### src/design/bsae_pkg.sv
package bsae_pkg;

	// Operation codes carried in the input tuser field.
	localparam logic [2:0] OP_CLEAR     = 3'd0;
	localparam logic [2:0] OP_INSERT_A  = 3'd1;
	localparam logic [2:0] OP_INSERT_B  = 3'd2;
	localparam logic [2:0] OP_MEMBER    = 3'd3;
	localparam logic [2:0] OP_SEARCH    = 3'd4;
	localparam logic [2:0] OP_RELATIONS = 3'd5;

	// Set expression selectors.
	localparam logic [2:0] EXPR_A       = 3'd0;
	localparam logic [2:0] EXPR_B       = 3'd1;
	localparam logic [2:0] EXPR_UNION   = 3'd2;
	localparam logic [2:0] EXPR_INTER   = 3'd3;
	localparam logic [2:0] EXPR_A_NOT_B = 3'd4;
	localparam logic [2:0] EXPR_B_NOT_A = 3'd5;
	localparam logic [2:0] EXPR_NOT_A   = 3'd6;
	localparam logic [2:0] EXPR_NOT_B   = 3'd7;

	// Result status codes.
	localparam logic [1:0] STATUS_OK    = 2'd0;
	localparam logic [1:0] STATUS_DUP   = 2'd1;
	localparam logic [1:0] STATUS_RANGE = 2'd2;
	localparam logic [1:0] STATUS_NONE  = 2'd3;

	// Classification of one universe position.
	typedef struct packed {
		logic hit;
		logic only_a;
		logic only_b;
		logic both;
	} point_t;

endpackage

### src/design/bsae_point.sv
module bsae_point
	import bsae_pkg::*;
(
	input  logic       a_bit,
	input  logic       b_bit,
	input  logic [2:0] expr,
	output point_t     pt
);

	always_comb begin
		pt.only_a = a_bit & ~b_bit;
		pt.only_b = b_bit & ~a_bit;
		pt.both   = a_bit & b_bit;
		unique case (expr)
			EXPR_A:       pt.hit = a_bit;
			EXPR_B:       pt.hit = b_bit;
			EXPR_UNION:   pt.hit = a_bit | b_bit;
			EXPR_INTER:   pt.hit = a_bit & b_bit;
			EXPR_A_NOT_B: pt.hit = a_bit & ~b_bit;
			EXPR_B_NOT_A: pt.hit = b_bit & ~a_bit;
			EXPR_NOT_A:   pt.hit = ~a_bit;
			EXPR_NOT_B:   pt.hit = ~b_bit;
		endcase
	end

endmodule

### src/design/bounded_set_algebra_engine.sv
// Two sets A and B over a universe of UNIVERSE_SIZE integers centered on zero
// (-49..49 by default) are kept in one membership store, one word per universe
// position, together with member counts. Each input transfer carries one operation:
// clear, insert into A, insert into B, membership test, nearest-member search over a
// set expression, or relations report; each yields exactly one output transfer. A
// single position classifier is stepped over the store by a small sequencer, one
// universe position per cycle behind a registered read. An insert, a membership test or
// an unused operation code passes through the fetch, scan and done states. A search
// scans positions in the search direction until a hit or the end of the universe; a
// cursor beyond the universe in the search direction is settled on its first scan step.
// A relations report scans every position, and a clear writes every position once.
// After reset the store is cleared the same way before the block first becomes ready.
// The block is not ready for a new item until the previous result has moved into the
// output register, which may then wait for the downstream side.
module bounded_set_algebra_engine
	import bsae_pkg::*;
#(
	parameter int UNIVERSE_SIZE = 99
) (
	input  logic        clk,
	input  logic        arst_n,
	input  logic        s_tvalid,
	output logic        s_tready,
	// [7:0] value, [10:8] set_expression, [11] search_down, [15:12] zero
	input  logic [15:0] s_tdata,
	// [2:0] operation
	input  logic [2:0]  s_tuser,
	output logic        m_tvalid,
	input  logic        m_tready,
	// [6:0] found_value, [7] in_first, [8] in_second, [9] sets_equal,
	// [10] first_within_second, [11] second_within_first, [12] sets_disjoint,
	// [19:13] size_first, [26:20] size_second, [31:27] zero
	output logic [31:0] m_tdata,
	// [1:0] status
	output logic [1:0]  m_tuser
);

	localparam int PW = (UNIVERSE_SIZE > 1) ? $clog2(UNIVERSE_SIZE) : 1;
	localparam int CW = $clog2(UNIVERSE_SIZE + 1);
	localparam int UnivLow = -((UNIVERSE_SIZE - 1) / 2);
	localparam int UnivHigh = UnivLow + UNIVERSE_SIZE - 1;
	localparam logic signed [9:0] LowS = 10'(UnivLow);
	localparam logic signed [9:0] HighS = 10'(UnivHigh);
	localparam logic [PW-1:0] LastIdx = PW'(UNIVERSE_SIZE - 1);

	typedef enum logic [2:0] {
		ST_CLEAR,
		ST_IDLE,
		ST_FETCH,
		ST_SCAN,
		ST_DONE
	} state_t;

	state_t state_q;
	logic   boot_q;

	// Bit 0 holds membership in A, bit 1 membership in B.
	logic [1:0]    members_q [UNIVERSE_SIZE];
	logic [1:0]    rd_q;
	logic          mem_we;
	logic [PW-1:0] mem_waddr;
	logic [1:0]    mem_wdata;

	logic [CW-1:0] count_a_q;
	logic [CW-1:0] count_b_q;

	logic [2:0]    op_q;
	logic [2:0]    expr_q;
	logic          down_q;
	logic          in_range_q;
	logic          none_q;
	logic [PW-1:0] idx_q;
	logic [PW-1:0] pos_q;

	logic [1:0] status_q;
	logic [6:0] found_q;
	logic       in_a_q;
	logic       in_b_q;
	logic       eq_q;
	logic       a_in_b_q;
	logic       b_in_a_q;
	logic       disj_q;

	logic        m_tvalid_q;
	logic [31:0] m_tdata_q;
	logic [1:0]  m_tuser_q;

	// Decode of the incoming value against the universe bounds.
	logic signed [9:0] in_value;
	logic signed [9:0] in_offset;
	logic              in_below;
	logic              in_above;
	logic              in_down;
	logic [PW-1:0]     in_start;

	assign in_value  = 10'(signed'(s_tdata[7:0]));
	assign in_offset = in_value - LowS;
	assign in_below  = in_value < LowS;
	assign in_above  = in_value > HighS;
	assign in_down   = s_tdata[11];

	// Values outside the universe still point the read at a valid position.
	always_comb begin
		priority if (in_down && in_above) begin
			in_start = LastIdx;
		end else if (in_below || in_above) begin
			in_start = '0;
		end else begin
			in_start = in_offset[PW-1:0];
		end
	end

	point_t pt;

	bsae_point u_point (
		.a_bit (rd_q[0]),
		.b_bit (rd_q[1]),
		.expr  (expr_q),
		.pt    (pt)
	);

	logic              at_end;
	logic [PW-1:0]     idx_next;
	logic signed [9:0] pos_value;
	logic              out_load;

	assign at_end    = down_q ? (pos_q == '0) : (pos_q == LastIdx);
	assign pos_value = signed'(10'(pos_q)) + LowS;
	assign out_load  = (state_q == ST_DONE) && (!m_tvalid_q || m_tready);

	always_comb begin
		if (down_q) begin
			idx_next = (idx_q == '0) ? idx_q : idx_q - 1'b1;
		end else begin
			idx_next = (idx_q == LastIdx) ? idx_q : idx_q + 1'b1;
		end
	end

	always_comb begin
		mem_we    = 1'b0;
		mem_waddr = pos_q;
		mem_wdata = rd_q;
		if (state_q == ST_CLEAR) begin
			mem_we    = 1'b1;
			mem_waddr = idx_q;
			mem_wdata = '0;
		end else if (state_q == ST_SCAN && in_range_q) begin
			if (op_q == OP_INSERT_A && !rd_q[0]) begin
				mem_we    = 1'b1;
				mem_wdata = {rd_q[1], 1'b1};
			end else if (op_q == OP_INSERT_B && !rd_q[1]) begin
				mem_we    = 1'b1;
				mem_wdata = {1'b1, rd_q[0]};
			end
		end
	end

	always_ff @(posedge clk) begin
		if (mem_we) begin
			members_q[mem_waddr] <= mem_wdata;
		end
		rd_q <= members_q[idx_q];
	end

	assign s_tready = (state_q == ST_IDLE);
	assign m_tvalid = m_tvalid_q;
	assign m_tdata  = m_tdata_q;
	assign m_tuser  = m_tuser_q;

	always_ff @(posedge clk or negedge arst_n) begin
		if (!arst_n) begin
			state_q     <= ST_CLEAR;
			boot_q      <= 1'b1;
			count_a_q   <= '0;
			count_b_q   <= '0;
			op_q        <= OP_CLEAR;
			expr_q      <= EXPR_A;
			down_q      <= 1'b0;
			in_range_q  <= 1'b0;
			none_q      <= 1'b0;
			idx_q       <= '0;
			pos_q       <= '0;
			status_q    <= STATUS_OK;
			found_q     <= '0;
			in_a_q      <= 1'b0;
			in_b_q      <= 1'b0;
			eq_q        <= 1'b0;
			a_in_b_q    <= 1'b0;
			b_in_a_q    <= 1'b0;
			disj_q      <= 1'b0;
			m_tvalid_q  <= 1'b0;
			m_tdata_q   <= '0;
			m_tuser_q   <= STATUS_OK;
		end else begin
			if (out_load) begin
				m_tvalid_q <= 1'b1;
			end else if (m_tready) begin
				m_tvalid_q <= 1'b0;
			end

			unique case (state_q)
				ST_CLEAR: begin
					count_a_q <= '0;
					count_b_q <= '0;
					if (idx_q == LastIdx) begin
						boot_q  <= 1'b0;
						state_q <= boot_q ? ST_IDLE : ST_DONE;
					end else begin
						idx_q <= idx_q + 1'b1;
					end
				end

				ST_IDLE: begin
					if (s_tvalid) begin
						op_q       <= s_tuser;
						expr_q     <= s_tdata[10:8];
						down_q     <= in_down && (s_tuser == OP_SEARCH);
						in_range_q <= !in_below && !in_above;
						none_q     <= in_down ? in_below : in_above;
						// Relations and clear start from the lowest position.
						idx_q      <= (s_tuser == OP_RELATIONS || s_tuser == OP_CLEAR) ?
						              '0 : in_start;
						status_q   <= STATUS_OK;
						found_q    <= '0;
						in_a_q     <= 1'b0;
						in_b_q     <= 1'b0;
						eq_q       <= (s_tuser == OP_RELATIONS);
						a_in_b_q   <= (s_tuser == OP_RELATIONS);
						b_in_a_q   <= (s_tuser == OP_RELATIONS);
						disj_q     <= (s_tuser == OP_RELATIONS);
						state_q    <= (s_tuser == OP_CLEAR) ? ST_CLEAR : ST_FETCH;
					end
				end

				ST_FETCH: begin
					// The read register now takes the word of the first position,
					// and the address runs one position ahead of it from here on.
					pos_q   <= idx_q;
					idx_q   <= idx_next;
					state_q <= ST_SCAN;
				end

				ST_SCAN: begin
					unique case (op_q)
						OP_INSERT_A: begin
							priority if (!in_range_q) begin
								status_q <= STATUS_RANGE;
							end else if (rd_q[0]) begin
								status_q <= STATUS_DUP;
							end else begin
								count_a_q <= count_a_q + 1'b1;
							end
							state_q <= ST_DONE;
						end
						OP_INSERT_B: begin
							priority if (!in_range_q) begin
								status_q <= STATUS_RANGE;
							end else if (rd_q[1]) begin
								status_q <= STATUS_DUP;
							end else begin
								count_b_q <= count_b_q + 1'b1;
							end
							state_q <= ST_DONE;
						end
						OP_MEMBER: begin
							if (!in_range_q) begin
								status_q <= STATUS_RANGE;
							end else begin
								in_a_q <= rd_q[0];
								in_b_q <= rd_q[1];
							end
							state_q <= ST_DONE;
						end
						OP_SEARCH: begin
							priority if (none_q) begin
								status_q <= STATUS_NONE;
								state_q  <= ST_DONE;
							end else if (pt.hit) begin
								status_q <= STATUS_OK;
								found_q  <= pos_value[6:0];
								state_q  <= ST_DONE;
							end else if (at_end) begin
								status_q <= STATUS_NONE;
								state_q  <= ST_DONE;
							end else begin
								pos_q <= idx_q;
								idx_q <= idx_next;
							end
						end
						OP_RELATIONS: begin
							eq_q     <= eq_q & ~pt.only_a & ~pt.only_b;
							a_in_b_q <= a_in_b_q & ~pt.only_a;
							b_in_a_q <= b_in_a_q & ~pt.only_b;
							disj_q   <= disj_q & ~pt.both;
							if (pos_q == LastIdx) begin
								state_q <= ST_DONE;
							end else begin
								pos_q <= idx_q;
								idx_q <= idx_next;
							end
						end
						default: begin
							state_q <= ST_DONE;
						end
					endcase
				end

				ST_DONE: begin
					// The result moves out once the output register is free.
					if (out_load) begin
						m_tuser_q  <= status_q;
						m_tdata_q  <= {5'b0, 7'(count_b_q), 7'(count_a_q), disj_q,
						               b_in_a_q, a_in_b_q, eq_q, in_b_q, in_a_q, found_q};
						state_q    <= ST_IDLE;
					end
				end

				default: begin
					state_q <= ST_IDLE;
				end
			endcase
		end
	end

endmodule
### config.mk
export PLATFORM = sky130hd
export DESIGN_NAME = bounded_set_algebra_engine
export DESIGN_NICKNAME = d
export VERILOG_FILES = /design/src/design/bsae_pkg.sv /design/src/design/bsae_point.sv /design/src/design/bounded_set_algebra_engine.sv
export SDC_FILE = /design/constraint.sdc
export NUM_CORES = 1
export LEC_CHECK = 0
export BUFFER_PORTS_ARGS = -buffer_cell sky130_fd_sc_hd__buf_4
export CAP_MARGIN = 30
export CORE_MARGIN = 2
export CORE_UTILIZATION = 35
export CTS_CLUSTER_DIAMETER = 30
export DETAILED_ROUTE_END_ITERATION = 8
export SYNTH_ARGS = -nofsm -noshare
export SYNTH_HDL_FRONTEND = slang
export SYNTH_HIERARCHICAL = 1
export SYNTH_SLANG_ARGS = --single-unit
### constraint.sdc
create_clock -name clk -period 8.55 [get_ports clk]
set_clock_uncertainty 0.15 [all_clocks]
set_input_delay 1.71 -clock clk [delete_from_list [all_inputs] [get_ports clk]]
set_output_delay 1.71 -clock clk [all_outputs]
set_load 0.005 [all_outputs]
# After elaboration in Yosys (flattened, before gate mapping)
# Memory sizes are Yosys's and may differ from the RTL's. A register that Yosys moved wholly into a read port is not among the register bits.
# Index checks and enable logic that the tools add are counted.
# totals
ff_bits	86
latchBits	0
ramBits	198
romBits	0
output_inout_bits	36
n_memories	1
# memory_table
name	words	width	rd	rd_clocked_by_memory_dff	write_ports	line	rtl
members_q	99	2	1	1	1	bounded_set_algebra_engine.sv:58	logic [1:0] members_q [UNIVERSE_SIZE];
# classes
n_addsub	6
mul	0
div_mod_pow	0
magnitude_cmp	2
eq_ne	44
n_shift	0
mux	86
n_bitwise	14
n_reduce_logical	37
# op_table
cell	count
$mux 7	26
$pmux 7 s2	6
$mux 2	14
$pmux 7 s4	1
$eq 3x3->1 const B	9
$mux 3	8
$add 7x1->7 const B	3
$mux 1	20
$eq 3x2->1 const B	6
$ne 3x3->1 const B	6
$ne 2x2->1 const B	8
$pmux 3 s5	1
$eq 7x7->1 const B	2
$logic_not 7->1	2
$reduce_and 7->1	2
$pmux 1 s2	6
$reduce_and 4->1	3
$ne 2x1->1 const B	5
$reduce_and 5->1	2
$eq 3x1->1 const B	3
$logic_not 3->1	3
$and 1x1->1	8
$gt 8x7->1 const B	1
$lt 8x7->1 const B	1
21 further kinds	43

# Depth between registers and ports, before layout
# logic_depth
word_depth	8
depth_mapped	12

# By module
# The synthesis kept the hierarchy.
# modules_own_cells
module	instances	cells_each	area_each_um2
bounded_set_algebra_engine	1	979	13063.8
bsae_point	1	10	78.8

# Worst setup path before layout
# No wires, ideal clock.
# synth_timing
kind	register to register
start	reg state_q[0]
end	mem members_q[0][1], data pin
setup_time_ns	0.661
arrival_time_ns	3.318
required_ns	7.739
path_slack_ns	4.421
stages_incl_launch_ff	5
n_path_buf	2
synth_period_minus_slack_ns	4.129
cell_sequence	dfrtp_1 nor3_1 clkbuf_1 clkbuf_1 nor2_1
# synth_via
elab_chain_len	4
word_cells_on_any_way	5
# synth_lines
item	line	rtl
start, declared	bounded_set_algebra_engine.sv:54	state_t state_q;
start signal, assigned	bounded_set_algebra_engine.sv:207	state_q <= boot_q ? ST_IDLE : ST_DONE;
start signal, assigned	bounded_set_algebra_engine.sv:231	state_q <= (s_tuser == OP_CLEAR) ? ST_CLEAR : ST_FETCH;
$eq 3x2->1	bounded_set_algebra_engine.sv:147	end else if (state_q == ST_SCAN && in_range_q) begin
$logic_and 1x1->1	bounded_set_algebra_engine.sv:147	
$mux 2	bounded_set_algebra_engine.sv:147	
$mux 2 *	bounded_set_algebra_engine.sv:143	if (state_q == ST_CLEAR) begin
named net mem_wdata[1]	bounded_set_algebra_engine.sv:62	logic [1:0] mem_wdata;
end, declared	bounded_set_algebra_engine.sv:58	
# The timed path passes the listed nets; every way through them passes the cells marked *.

# Worst setup path after layout
# layout_timing
start	reg state_q[1]
end	out s_tready
# layout_via
elab_chain_len	1
# layout_lines
item	line	rtl
$eq 3x1->1	bounded_set_algebra_engine.sv:165	assign s_tready = (state_q == ST_IDLE);
end, declared	bounded_set_algebra_engine.sv:23	output logic s_tready,
# No other way between the ends.

==> metrics.md <==
| Metric | Value |
|---|---|
| Power per cell area | 372 mW/mm^2 |
| Grt ovf | 0 |
| IO buf count | 49 |
| Startpoint type of the worst setup path | flop |
| Post-Route Setup TNS | 0 ns |
| Max Fclk | 0.249 GHz |
| Largest net degree at the start of global routing | 100 |
| Final-layout fill cell count | 3373 |
| Share of the synthesized area in the top cell type | 45.2% |
| Yosys warnings | 6 |
| WL/cell | 19.3 um |
| Worst EP arrival | 2.16 ns |
| Number of synthesized flops with an enable pin | 198 |
| Global-route wire length before repair | 47600 um |
| Die width | 198 um |
| Post-Syn Area | 0.0131 mm^2 |
| Unrepaired setup endpoints after global routing | no |
| CTS Buf Count | 56 |
| Starting density of the core | 35.7% |
| Final WL | 30100 um |
| Yosys top cell by area | edfxtp_1 |
| Rows | 70 |
| Total Power | 5860 uW |
| GRT Total Usage | 15.7% |
| Area Overhead vs Synth | 20.0% |
| Antenna violations before repair | 0 |
| H-tree depth | 2 |
| Top-count cell post-synth | edfxtp_1 |
| Ratio of cells with drive above 1 in the final layout | 24.6% |
| Skew-Pair Late Insertion Delay | 0.58 ns |
| Hold buffers post-CTS | 0 |
| Ys flop type | edfxtp_1 |
| Detailed Routing Iterations Pass 1 | 5 |
| CP endpoint kind | output pin |
| DRC viols | 0 |
| Die ar. | 0.0391 mm^2 |
| Antenna cells | 0 |
| Critical-path maximum fanout | 20 |
| Non-filler cells, final | 1561 |
| Root buffer cell | clkbuf_16 |
| Vias in the first global route | 8476 |
| Seq/Total Area, Yosys | 61.9% |
| Fin. max-slew vios | 0 |
| Yosys reg bits | 286 |
| Mean post-synth cell area | 13.3 um^2 |
| Cells after synthesis | 989 |
| Num ports | 59 |
| Die height | 198 um |
| Final Cycle Share | 47.1% |
| Vias | 8320 |
| TritonCTS Sinks | 286 |
| CTS tree | done |
| Clock Tree Buf Depth | 3 |
| Min cycle time layout | 4.02 ns |
| Initial DRC count | 633 |
| Leakage | 0.00577 uW |
| Max cap viols | 0 |
| Fin. Hold Viols | 0 |
| Setup bufs post-CTS | 0 |
| Outcome | finished clean |
| DRT antenna net count | 0 |
| Slew @ Worst Pin | 0.969 ns |
| Most frequent cells after synthesis | edfxtp_1 (198), nor2_1 (137), dfrtp_1 (85), nand2_1 (85), mux4_2 (48) |
| Cell count after placement | 1456 |
| Hold WC Path Type | flop to flop |
| Slew margin rel. | 35.4% |
| Core area | 0.0368 mm^2 |
| Routability Congestion | 0.843 |
| Post-DR vias/cell | 5.33 |
| Nets@finish | 1082 |
| Worst Path Required | 6.69 ns |
| Post-CTS sizing | 0 |
| Critical path class | flop to output pin |
| Final HPWL DP | 18600 um |
| Clock transition at the registers of the reported paths | 0.05 ns |
| Top cells by area, synth | edfxtp_1 (45%), dfrtp_1 (16%), mux4_2 (8.2%) |
| Fraction of registers with async set/reset | 30.1% |
| IR drop worst, VDD | 0.226 mV |
| Post-synth cell types | 82 |
| Endpoints failing setup | 0 |
-- registers in the layout (all words and copies together), names as in the netlist, 2 cells and up --
| name | cells |
|---|---|
| op_q | 3 |
| idx_q | 7 |
| expr_q | 3 |
| m_tdata | 27 |
| m_tuser | 2 |
| count_b_q | 7 |
| found_q | 7 |
| count_a_q | 7 |
| members_q | 198 |
| state_q | 3 |
| rd_q | 2 |
| pos_q | 7 |
| status_q | 2 |
-- final timing paths --
check / startpoint / endpoint / slack, ns / depth (start not counted)
worst min register to register: boot_q / boot_q / 0.32 / 1
min in group asynchronous: arst_n / pos_q[6] / 0.85 / 1
max in group asynchronous: arst_n / idx_q[0] / 6.16 / 2
worst max register to register: state_q[1] / members_q[52][0] / 4.71 / 6
worst max-delay path: state_q[1] / s_tready / 4.53 / 4
worst min-delay path: boot_q / boot_q / 0.32 / 1
-- where the power goes --
part	total, uW	switching, uW	internal (uW)
clock	2110	721	1390
sequential	2040	209	1830
combinational	1710	1060	652
-- worst max-delay path: stages, from the launching register on --
cell and delay (ns):
dfrtp_1 0.77, nand2b_1 0.34, nand2_1 0.20, inv_1 0.12, buf_4 0.16
-- routing by layer --
layer  GRT usage (%)  wire length (um)  vias to the layer above  share of wire, %
met3            3.41              1880                       71               6.2
met1            21.1             13200                     4174                44
met4            5.26               754                        0               2.5
li1                -                 -                     3818                 -
met2            25.3             14300                      257                47
met5               0                 0                        -                 0
-- metrics by stage --
| step | cell area, um^2 | util [%] | hold WS (ns) | setup slack, ns |
|---|---|---|---|---|
| floorplan | 13200 | - | 0.298 | 4.42 |
| global placement | 13900 | 37.8 | 0.304 | 4.61 |
| detailed placement | 13900 | 37.8 | 0.308 | 4.62 |
| CTS | 15800 | 42.9 | 0.318 | 4.52 |
| global route | 15800 | 42.9 | 0.325 | 4.36 |
| finish | 15800 | 42.9 | 0.319 | 4.53 |
-- logic make-up (layout without fill, tap and decap cells) --
family | after synthesis | count (layout) | synth area share [%]
muxes | 102 | 102 | 12.7
buffers and inverters | 85 | 185 | 2.96
and+or+nand+nor | 341 | 341 | 12.3
other | 1 | 5 | 0.0285
AOI/OAI and AO/OA | 139 | 139 | 7.32
adders and majority gates | 12 | 12 | 1.14
DFF | 286 | 286 | 61.9
xor gates and xnor gates | 23 | 23 | 1.53
-- placed cells by master, fill, tap and decap left out, drive strengths merged, types with 6 or more instances in the layout --
cell	n
mux2i	11
nand2b	6
nor2	138
xor2	17
clkinv	15
and3	6
a22oi	10
xnor2	6
o31ai	10
a21oi	29
edfxtp	198
nand3	30
a22o	6
ha	12
and2	7
a31oi	9
nand4	8
nor3	15
clkinvlp	8
nand2	85
buf	60
nor3b	9
mux4	48
nor2b	7
inv	25
dfrtp	85
nand3b	6
clkbuf	73
o21ai	33
mux2	43
-- area by class of cell --
cell class | instances | area, um^2 | share of cell area (%)
clock buffer | 73 | 1540 | 9.74
clock inverter | 31 | 329 | 2.09
inverter | 21 | 78.8 | 0.500
multi-input combinational | 622 | 4650 | 29.5
sequential | 286 | 8140 | 51.6
tap | 468 | 586 | 3.71
timing repair buffer | 60 | 452 | 2.86
Note: power is estimated with default switching activity, not from simulation.
